$ cat config.mk
export PLATFORM = sky130hd
export DESIGN_NAME = stable_sorted_priority_queue
export DESIGN_NICKNAME = d
export VERILOG_FILES = /design/src/sspq_pkg.sv /design/src/sspq_cell.sv /design/src/stable_sorted_priority_queue.sv
export SDC_FILE = /design/constraint.sdc
export NUM_CORES = 1
export LEC_CHECK = 0
export ABC_AREA = 1
export BUFFER_PORTS_ARGS = -buffer_cell sky130_fd_sc_hd__buf_2
export CAP_MARGIN = 20
export CORE_MARGIN = 3
export CORE_UTILIZATION = 59
export CTS_BUF_LIST = sky130_fd_sc_hd__clkbuf_8
export CTS_CLUSTER_SIZE = 14
export DETAILED_ROUTE_END_ITERATION = 16
export GPL_TIMING_DRIVEN = 1
export PLACE_DENSITY = 0.85
export SLEW_MARGIN = 20
export SYNTH_ARGS = -nofsm -noshare
export SYNTH_HDL_FRONTEND = slang
export SYNTH_HIERARCHICAL = 1
export SYNTH_SLANG_ARGS = --single-unit
$ cat constraint.sdc
create_clock -name clk -period 3.2 [get_ports clk]
set_input_delay 0 -clock clk [delete_from_list [all_inputs] [get_ports clk]]
set_output_delay 0 -clock clk [all_outputs]
set_load 0.01 [all_outputs]
$ cat src/sspq_pkg.sv
// Shared types and codes for the stable sorted priority queue.
`timescale 1ns / 1ps
`default_nettype none

package sspq_pkg;

	typedef enum logic {
		OP_INSERT = 1'b0,
		OP_REMOVE = 1'b1
	} sspq_op_t;

	typedef enum logic [1:0] {
		ST_OK    = 2'd0,
		ST_FULL  = 2'd1,
		ST_EMPTY = 2'd2
	} sspq_status_t;

	typedef struct packed {
		logic ins;
		logic rem;
	} sspq_ctl_t;

endpackage

`default_nettype wire

$ cat src/sspq_cell.sv
// One slot of the sorted chain: holds an entry, shifts toward tail or head.
`timescale 1ns / 1ps
`default_nettype none

module sspq_cell import sspq_pkg::*; #(
	parameter int PRIORITY_BITS = 16
) (
	input  wire logic                     clk,
	input  wire sspq_ctl_t                ctl,
	input  wire logic                     occupied,
	input  wire logic                     prev_keep,
	input  wire logic [PRIORITY_BITS-1:0] new_prio,
	input  wire logic [15:0]              new_tag,
	input  wire logic [PRIORITY_BITS-1:0] prev_prio,
	input  wire logic [15:0]              prev_tag,
	input  wire logic [PRIORITY_BITS-1:0] next_prio,
	input  wire logic [15:0]              next_tag,
	output logic                          keep,
	output logic [PRIORITY_BITS-1:0]      prio,
	output logic [15:0]                   tag_out
);

	logic [PRIORITY_BITS-1:0] prio_q;
	logic [15:0]              tag_q;

	assign keep    = occupied && (prio_q >= new_prio);
	assign prio    = prio_q;
	assign tag_out = tag_q;

	always_ff @(posedge clk) begin
		if (ctl.rem) begin
			prio_q <= next_prio;
			tag_q  <= next_tag;
		end else if (ctl.ins && !keep) begin
			if (prev_keep) begin
				prio_q <= new_prio;
				tag_q  <= new_tag;
			end else begin
				prio_q <= prev_prio;
				tag_q  <= prev_tag;
			end
		end
	end

endmodule

`default_nettype wire

$ cat src/stable_sorted_priority_queue.sv
// Top level of the stable sorted priority queue built as a chain of cells.
//
//  channel | direction | handshake              | payload
//  in      | input     | in_valid / in_ready    | op, priority_req, tag
//  out     | output    | out_valid / out_ready  | head_priority, head_tag, count,
//          |           |                        | is_empty, status
//
// One item per cycle while in_ready is high: every cell compares against the new
// priority in parallel and an insert or remove moves each cell at most one place.
// The result is registered and shows in the cycle after the item is accepted.
// in_ready drops only while a result is held and out_ready is low.
// Reset empties the queue and clears out_valid; no clearing pass is needed.
`timescale 1ns / 1ps
`default_nettype none

module stable_sorted_priority_queue import sspq_pkg::*; #(
	parameter int DEPTH         = 16,
	parameter int PRIORITY_BITS = 16
) (
	input  wire logic        clk,
	input  wire logic        arst_n,
	input  wire logic        in_valid,
	output logic             in_ready,
	input  wire logic        op,
	input  wire logic [15:0] priority_req,
	input  wire logic [15:0] tag,
	output logic             out_valid,
	input  wire logic        out_ready,
	output logic [15:0]      head_priority,
	output logic [15:0]      head_tag,
	output logic [4:0]       count,
	output logic             is_empty,
	output logic [1:0]       status
);

	localparam int CW = $clog2(DEPTH + 1);

	logic [CW-1:0]            count_q;
	logic [CW-1:0]            count_next;
	logic                     full;
	logic                     empty_now;
	logic                     accept;
	sspq_ctl_t                ctl;
	logic [31:0]              req_ext;
	logic [PRIORITY_BITS-1:0] new_prio;
	logic [PRIORITY_BITS-1:0] cell_prio [DEPTH];
	logic [15:0]              cell_tag  [DEPTH];
	logic                     keep      [DEPTH];
	logic [PRIORITY_BITS-1:0] head_prio_next;
	logic [15:0]              head_tag_next;
	logic [31:0]              hp_ext;
	logic [31:0]              cnt_ext;
	logic                     empty_next;
	sspq_status_t             status_next;

	logic                     out_valid_q;
	logic [15:0]              head_priority_q;
	logic [15:0]              head_tag_q;
	logic [4:0]               count_out_q;
	logic                     is_empty_q;
	sspq_status_t             status_q;

	assign full      = (count_q == CW'(DEPTH));
	assign empty_now = (count_q == '0);
	assign in_ready  = !out_valid_q || out_ready;
	assign accept    = in_valid && in_ready;
	assign req_ext   = 32'(priority_req);
	assign new_prio  = req_ext[PRIORITY_BITS-1:0];

	assign ctl.ins = accept && (op == OP_INSERT) && !full;
	assign ctl.rem = accept && (op == OP_REMOVE) && !empty_now;

	for (genvar i = 0; i < DEPTH; i++) begin : g_cell
		logic                     prev_keep_i;
		logic [PRIORITY_BITS-1:0] prev_prio_i;
		logic [15:0]              prev_tag_i;
		logic [PRIORITY_BITS-1:0] next_prio_i;
		logic [15:0]              next_tag_i;

		if (i == 0) begin : g_first
			assign prev_keep_i = 1'b1;
			assign prev_prio_i = new_prio;
			assign prev_tag_i  = tag;
		end else begin : g_mid
			assign prev_keep_i = keep[i-1];
			assign prev_prio_i = cell_prio[i-1];
			assign prev_tag_i  = cell_tag[i-1];
		end

		if (i == DEPTH - 1) begin : g_last
			assign next_prio_i = cell_prio[i];
			assign next_tag_i  = cell_tag[i];
		end else begin : g_inner
			assign next_prio_i = cell_prio[i+1];
			assign next_tag_i  = cell_tag[i+1];
		end

		sspq_cell #(
			.PRIORITY_BITS(PRIORITY_BITS)
		) u_cell (
			.clk       (clk),
			.ctl       (ctl),
			.occupied  (count_q > CW'(i)),
			.prev_keep (prev_keep_i),
			.new_prio  (new_prio),
			.new_tag   (tag),
			.prev_prio (prev_prio_i),
			.prev_tag  (prev_tag_i),
			.next_prio (next_prio_i),
			.next_tag  (next_tag_i),
			.keep      (keep[i]),
			.prio      (cell_prio[i]),
			.tag_out   (cell_tag[i])
		);
	end

	always_comb begin
		head_prio_next = cell_prio[0];
		head_tag_next  = cell_tag[0];
		count_next     = count_q;
		if (ctl.rem) begin
			head_prio_next = cell_prio[1];
			head_tag_next  = cell_tag[1];
			count_next     = count_q - CW'(1);
		end else if (ctl.ins) begin
			count_next = count_q + CW'(1);
			if (!keep[0]) begin
				head_prio_next = new_prio;
				head_tag_next  = tag;
			end
		end
	end

	assign empty_next = (count_next == '0);
	assign hp_ext     = 32'(head_prio_next);
	assign cnt_ext    = 32'(count_next);

	always_comb begin
		priority if (op == OP_INSERT && full) begin
			status_next = ST_FULL;
		end else if (op == OP_REMOVE && empty_now) begin
			status_next = ST_EMPTY;
		end else begin
			status_next = ST_OK;
		end
	end

	always_ff @(posedge clk or negedge arst_n) begin
		if (!arst_n) begin
			count_q     <= '0;
			out_valid_q <= 1'b0;
		end else begin
			if (accept) begin
				count_q     <= count_next;
				out_valid_q <= 1'b1;
			end else if (out_ready) begin
				out_valid_q <= 1'b0;
			end
		end
	end

	always_ff @(posedge clk) begin
		if (accept) begin
			head_priority_q <= empty_next ? 16'd0 : hp_ext[15:0];
			head_tag_q      <= empty_next ? 16'd0 : head_tag_next;
			count_out_q     <= cnt_ext[4:0];
			is_empty_q      <= empty_next;
			status_q        <= status_next;
		end
	end

	assign out_valid     = out_valid_q;
	assign head_priority = head_priority_q;
	assign head_tag      = head_tag_q;
	assign count         = count_out_q;
	assign is_empty      = is_empty_q;
	assign status        = status_q;

endmodule

`default_nettype wire

==> flow_metrics.tcl, run 1 <==
set metrics [dict create \
    clockRootBuffer "clkbuf_8" \
    power_leakage_nw 16.4 \
    slowest_stage "dfrtp_1" \
    syn_area_um2 35700 \
    skew_ns 0.0244 \
    first_pass_iters 7 \
    post-cts-setup-buffers 0 \
    r2r_end "g_cell[12].u_cell/tag_out[15]$_DFFE_PP_" \
    multi_input_area_um2 16000 \
    cts_inserted_buffers 95 \
    cp-endpoint "g_cell[12].u_cell/tag_out[15]$_DFFE_PP_" \
    worstSkewPairLatency_ns 0.70 \
    synth_nets 4631 \
    drtIter0Drc 3712 \
    antenna_left 0 \
    cp-end-kind "register" \
    synthCells 4332 \
    clkTransAtPathRegs_ns 0.06 \
    numPortBuffers 78 \
    r2r_cells 11 \
    rows 89 \
    setup_violations 0 \
    h-tree-depth 3 \
    grt_util_all_layers_pct 28.3 \
    finalWeightedCongestion 0.881 \
    power_density_nw_per_um2 752 \
    relSlewSlack_pct 16.2 \
    critPathMaxFanout 46 \
    slew_viol_final 0 \
    startpoint_type "register" \
    maxCapViolations 0 \
    grt_start_max_net_pins 265 \
    grt_pass1_wl_mm 150 \
    dieArea_um2 63600 \
    path_common_cell "nand2_1" \
    cts_tree "done" \
    fin_ws_ns 0.182 \
    syn2layout_area_growth_pct 8.07 \
    timing.final.crit_share_pct 94.3 \
    grt_pass1_vias 30600 \
    n_fill_cell 4779 \
    initial_utilization_pct 60.1 \
    vdd_drop_max_mv 0.487 \
    vias_per_cell 5.95 \
    layout-drive-gt1-share_pct 7.39 \
    antenna_found_initial 1 \
    die_x_um 252 \
    timing.fmax_mhz 331 \
    hold_viol 0 \
    core_um2 59500 \
    r2r_setup_slack_ns 0.18 \
    worstSetupPathType "register to register" \
    rsz0062_at_grt "false" \
    hpwl_mm 64.2 \
    vias 31200 \
    drcViolationCount 0 \
    regArea_um2 16700 \
    crit_start "count_q[3]$_DFFE_PN0N_" \
    clk_path_buf_depth 3 \
    ys_warn_count 6 \
    fp.dieH_um 252 \
    crit_chain "inv_1 -> nor2_1 -> nand2_1 -> o221ai_1 -> a21boi_1 -> nand2_1 -> inv_1 -> buf_12 -> inv_4 -> nand2_1 -> a21oi_1" \
    setup-tns-final_ns 0 \
    whs_ns 0.0462 \
    wl_mm 91.9 \
    crit_arrival_ns 3.45 \
    wire_per_inst_um 17.5 \
    syn_avg_cell_area_um2 8.25 \
    tightest_slew_ns 1.26 \
    nets 4698 \
    cpPeakStageDelay_ns 0.55 \
    status "finished clean" \
    dpl_worst_slack_ns 0.231 \
    cp.required_ns 3.64 \
    min_path_type "input pin to register" \
    io_pins 79 \
    overflow 0 \
    fin_crit_ns 3.02 \
    cts.sinks 558 \
    r2r_start "count_q[3]$_DFFE_PN0N_" \
]
what timing repair did:
| item | 4_1_cts | 5_1_grt |
|---|---|---|
| endpoints found under the hold margin | 387 | 0 |
| endpoints found under the setup margin | 0 | 13 |
| gates resized for setup | 0 | 1 |
| hold buffers | 36 | 0 |
area by class of cell:
type                            count  area share, %
Antenna cell                        1        0.00648
Clock buffer                      100           3.56
Clock inverter                     76           1.08
Inverter                          420           4.21
Multi-Input combinational cell   3128           41.5
Sequential cell                   558           43.3
Tap cell                          773           2.50
Timing Repair Buffer              196           3.83
where the power goes:
part / internal [mW] / switching (mW)
Combinational: 3.61 / 6.94
Sequential: 11.0 / 1.30
Clock: 3.15 / 3.11
state kept, by name (all words and copies together) (netlist names):
| signal | cells |
|---|---|
| head_tag | 16 |
| count | 5 |
| g_cell.u_cell/tag_out | 256 |
| is_empty | 1 |
| g_cell.u_cell/prio | 256 |
| head_priority | 16 |
| count_q | 5 |
| status | 2 |
| out_valid | 1 |
how the worst min path moves through the flow:
| stage | startpoint | endpoint | cells past startpoint |
|---|---|---|---|
| floorplan | arst_n | count_q[0]$_DFFE_PN0N_ | 0 |
| global placement | arst_n | out_valid$_DFFE_PN0P_ | 1 |
| detailed placement | arst_n | out_valid$_DFFE_PN0P_ | 1 |
| CTS | priority_req[14] | g_cell[1].u_cell/prio[14]$_DFFE_PP_ | 3 |
| global route | priority_req[14] | g_cell[3].u_cell/prio[14]$_DFFE_PP_ | 3 |
| finish | priority_req[14] | g_cell[3].u_cell/prio[14]$_DFFE_PP_ | 3 |
worst max-delay path, delay by kind of cell, from the launching register on:
family	cells	cell delay, ns
buffers and inverters	4	0.67
and+or+nand+nor	4	0.54
DFF	1	0.55
AOI/OAI and AO/OA	3	0.97
layer usage:
metal	global-route usage, %	wire (um)	up-vias
met3	3.87	7600	200
li1	-	-	14800
met2	47.9	44400	1512
met4	9.49	2170	0
met1	38.0	37800	14700
met5	0	0	-
stage by stage:
step | power, mW | utilization, % | cells | cell area (um2)
final | 29.1 | 65.0 | 5252 | 38600
after global routing | 31.0 | 65.0 | 5252 | 38600
after CTS | 28.9 | 65.0 | 5251 | 38600
after detailed placement | 22.6 | 61.3 | 5039 | 36500
after global placement | 22.0 | 61.3 | 5039 | 36500
after floorplan | 19.9 | - | 4332 | 35700
cell usage in the layout, fill, tap and decap left out, types with 16 or more instances in the layout:
cell type and instances:
nand2_1 1100, a21oi_1 706, edfxtp_1 552, nor2_1 446, inv_1 422, ha_1 262, o21ai_0 245, o21ai_1 212
clkbuf_8 100, buf_2 78, buf_4 73, o21a_1 47, dlygate4sd3_1 36, o21bai_1 32, clkinv_1 32, nor3_1 17
inv_4 16, nand4_1 16, a21oi_2 16
No activity file was read; power rests on OpenSTA's default activity.
==> run 2, diff against run 1 <==
--- a/config.mk
+++ b/config.mk
@@ -5,16 +5,15 @@
 export SDC_FILE = /design/constraint.sdc
 export NUM_CORES = 1
 export LEC_CHECK = 0
-export ABC_AREA = 1
 export BUFFER_PORTS_ARGS = -buffer_cell sky130_fd_sc_hd__buf_2
 export CAP_MARGIN = 20
 export CORE_MARGIN = 3
-export CORE_UTILIZATION = 59
+export CORE_UTILIZATION = 46
 export CTS_BUF_LIST = sky130_fd_sc_hd__clkbuf_8
 export CTS_CLUSTER_SIZE = 14
 export DETAILED_ROUTE_END_ITERATION = 16
 export GPL_TIMING_DRIVEN = 1
-export PLACE_DENSITY = 0.85
+export PLACE_DENSITY = 0.68
 export SLEW_MARGIN = 20
 export SYNTH_ARGS = -nofsm -noshare
 export SYNTH_HDL_FRONTEND = slang
==> constraint.sdc (replaced) <==
create_clock -name clk -period 3.22 [get_ports clk]
set_input_delay 0 -clock clk [delete_from_list [all_inputs] [get_ports clk]]
set_output_delay 0 -clock clk [all_outputs]
set_load 0.01 [all_outputs]
==> run 2 against run 1 <==
Cell area rose by 4.5%. Global-route usage fell by 6.3 points. Flip-flop and latch count unchanged. Combinational power increased by 4%. Largest power group unchanged. Count of clock-buffer cells in the layout shrank 3.
==> flow_metrics.tcl, run 2 <==
set metrics [dict create \
    status "finished clean" \
    vias_per_cell 5.57 \
    setup_violations 0 \
    layout_common_cells "nand2_1 (555), edfxtp_1 (552), mux2i_1 (544)" \
    crit_start "g_cell[0].u_cell/prio[13]$_DFFE_PP_" \
    fin_cells 4693 \
    finalWeightedCongestion 0.875 \
    h-tree-depth 3 \
    tightest_slew_ns 0.646 \
    syn_avg_cell_area_um2 10.4 \
    layout-drive-gt1-share_pct 11.7 \
    grt_pass1_vias 25000 \
    first_pass_iters 5 \
    min_path_type "input pin to register" \
    grt_start_max_net_pins 130 \
    hold_viol 0 \
    worstSetupPathType "register to register" \
    fin_ws_ns 0.0295 \
    antenna_found_initial 5 \
    hp-start "priority_req[2]" \
    initial_utilization_pct 46.7 \
    drcViolationCount 0 \
    r2r_end "head_priority[8]$_SDFFCE_PN0N_" \
    core_um2 76500 \
    wl_mm 91.4 \
    cp-end-kind "register" \
    r2r_setup_slack_ns 0.03 \
    grt_pass1_wl_mm 143 \
    r2r_cells 13 \
    critPathMaxFanout 8 \
    r2r_start "g_cell[0].u_cell/prio[13]$_DFFE_PP_" \
    vias 26100 \
    grt_util_all_layers_pct 22.0 \
    cts_inserted_buffers 96 \
    cp.required_ns 3.67 \
    worstSkewPairLatency_ns 0.71 \
    synth_nets 3746 \
    n_fill_cell 6749 \
    holdPathStages 4 \
    maxCapViolations 0 \
    dpl_cell_area_um2 38200 \
    relSlewSlack_pct 56.5 \
    setup-tns-final_ns 0 \
    syn_area_um2 35700 \
    fp.dieH_um 285 \
    final_common_cell "nand2_1" \
    syn2layout_area_growth_pct 13.0 \
    antenna_left 0 \
    nets 3882 \
    cts.sinks 558 \
    cts_tree "done" \
    dieArea_um2 81100 \
    clkTransAtPathRegs_ns 0.06 \
    hpwl_mm 64.5 \
    skew_ns 0.0393 \
    power_leakage_nw 15.9 \
    rows 101 \
    wire_per_inst_um 19.5 \
    clk_path_buf_depth 3 \
    crit_arrival_ns 3.64 \
    io_pins 79 \
    hold_end "g_cell[13].u_cell/prio[2]$_DFFE_PP_" \
    startpoint_type "register" \
    overflow 0 \
    ys_warn_count 6 \
    fin_area_um2 40400 \
    clockRootBuffer "clkbuf_8" \
    synthCells 3447 \
    power_density_nw_per_um2 719 \
    regArea_um2 16700 \
    numPortBuffers 78 \
    dpl_worst_slack_ns -0.0973 \
    placedCellCount 4482 \
    fin_crit_ns 3.19 \
    timing.final.crit_share_pct 99.1 \
    multi_input_area_um2 17200 \
    timing.fmax_mhz 313 \
    slew_viol_final 0 \
    die_x_um 285 \
    rsz0062_at_grt "true" \
    vdd_drop_max_mv 0.666 \
    drtIter0Drc 2444 \
]
run 2: cell count changes in the layout (fill, tap and decap cells not counted), moves of 25 or more:
| cell | before | now |
|---|---|---|
| inv_1 | 422 | 339 |
| o21ai_0 | 245 | 391 |
| a31oi_1 | 1 | 32 |
| a21oi_1 | 706 | 65 |
| mux2i_1 | 0 | 544 |
| a21o_1 | 0 | 31 |
| mux2_4 | 0 | 25 |
| nor2_1 | 446 | 55 |
| o21ai_1 | 212 | 165 |
| o21bai_1 | 32 | 0 |
| buf_12 | 9 | 42 |
| o21a_1 | 47 | 0 |
| nand4_1 | 16 | 46 |
| nand2_1 | 1100 | 555 |
run 2: worst max path at each step:
stage,to
finish,head_priority[8]$_SDFFCE_PN0N_
global route,head_priority[15]$_SDFFCE_PN0N_
CTS,head_priority[13]$_SDFFCE_PN0N_
detailed placement,head_priority[4]$_SDFFCE_PN0N_
global placement,head_tag[5]$_SDFFCE_PN0N_
floorplan,g_cell[9].u_cell/prio[0]$_DFFE_PP_
run 2: final cells by class:
cell class	instances	area share [%]
clock inverter	78	0.865
multi-input combinational	2372	42.6
sequential	558	41.4
antenna	3	0.0186
clock buffer	97	3.31
timing repair buffer	240	5.63
tap	1030	3.19
inverter	315	2.95
run 2: timing repair:
| action | CTS | global route |
|---|---|---|
| hold endpoints to repair | 274 | 0 |
| endpoints found under the setup margin | 32 | 32 |
| resized for setup | 6 | 29 |
| pin swaps | 2 | 2 |
| gates cloned | 2 | 1 |
| hold buffers | 27 | 0 |
| buffers inserted | 3 | 0 |
run 2: critical path, stage by stage, from the launching register on:
cell	delay (ns)
edfxtp_1	0.44
ha_4	0.24
a21o_1	0.17
a21o_1	0.18
a2111oi_4	0.29
buf_4	0.18
nand3_2	0.06
and2_4	0.17
nor4b_4	0.28
buf_6	0.20
buf_8	0.14
mux2_2	0.34
mux2i_1	0.15
a31oi_1	0.06
run 2: power by group:
group	switching [mW]	leakage [nW]	internal [mW]	total, mW
Sequential	1.32	5.27	10.8	12.1
Combinational	6.28	9.64	4.75	11.0
Clock	3.04	0.985	2.82	5.86
run 2: layer usage:
layer | vias to the layer above | routed length (um) | GRT usage, %
li1 | 12700 | - | -
met3 | 128 | 6680 | 3.92
met4 | 0 | 1860 | 5.68
met1 | 12400 | 43600 | 33.6
met2 | 903 | 39300 | 32.3
met5 | - | 0 | 0
run 2: per-stage QoR:
stage / hold slack (ns) / power, mW / utilization [%]
floorplan: -0.296 / 19.6 / -
CTS: 0.00538 / 29.0 / 52.6
global route: 0.0830 / 30.8 / 52.8
finish: 0.0705 / 29.0 / 52.8
global placement: -0.165 / 22.7 / 49.9
detailed placement: -0.167 / 23.0 / 49.9
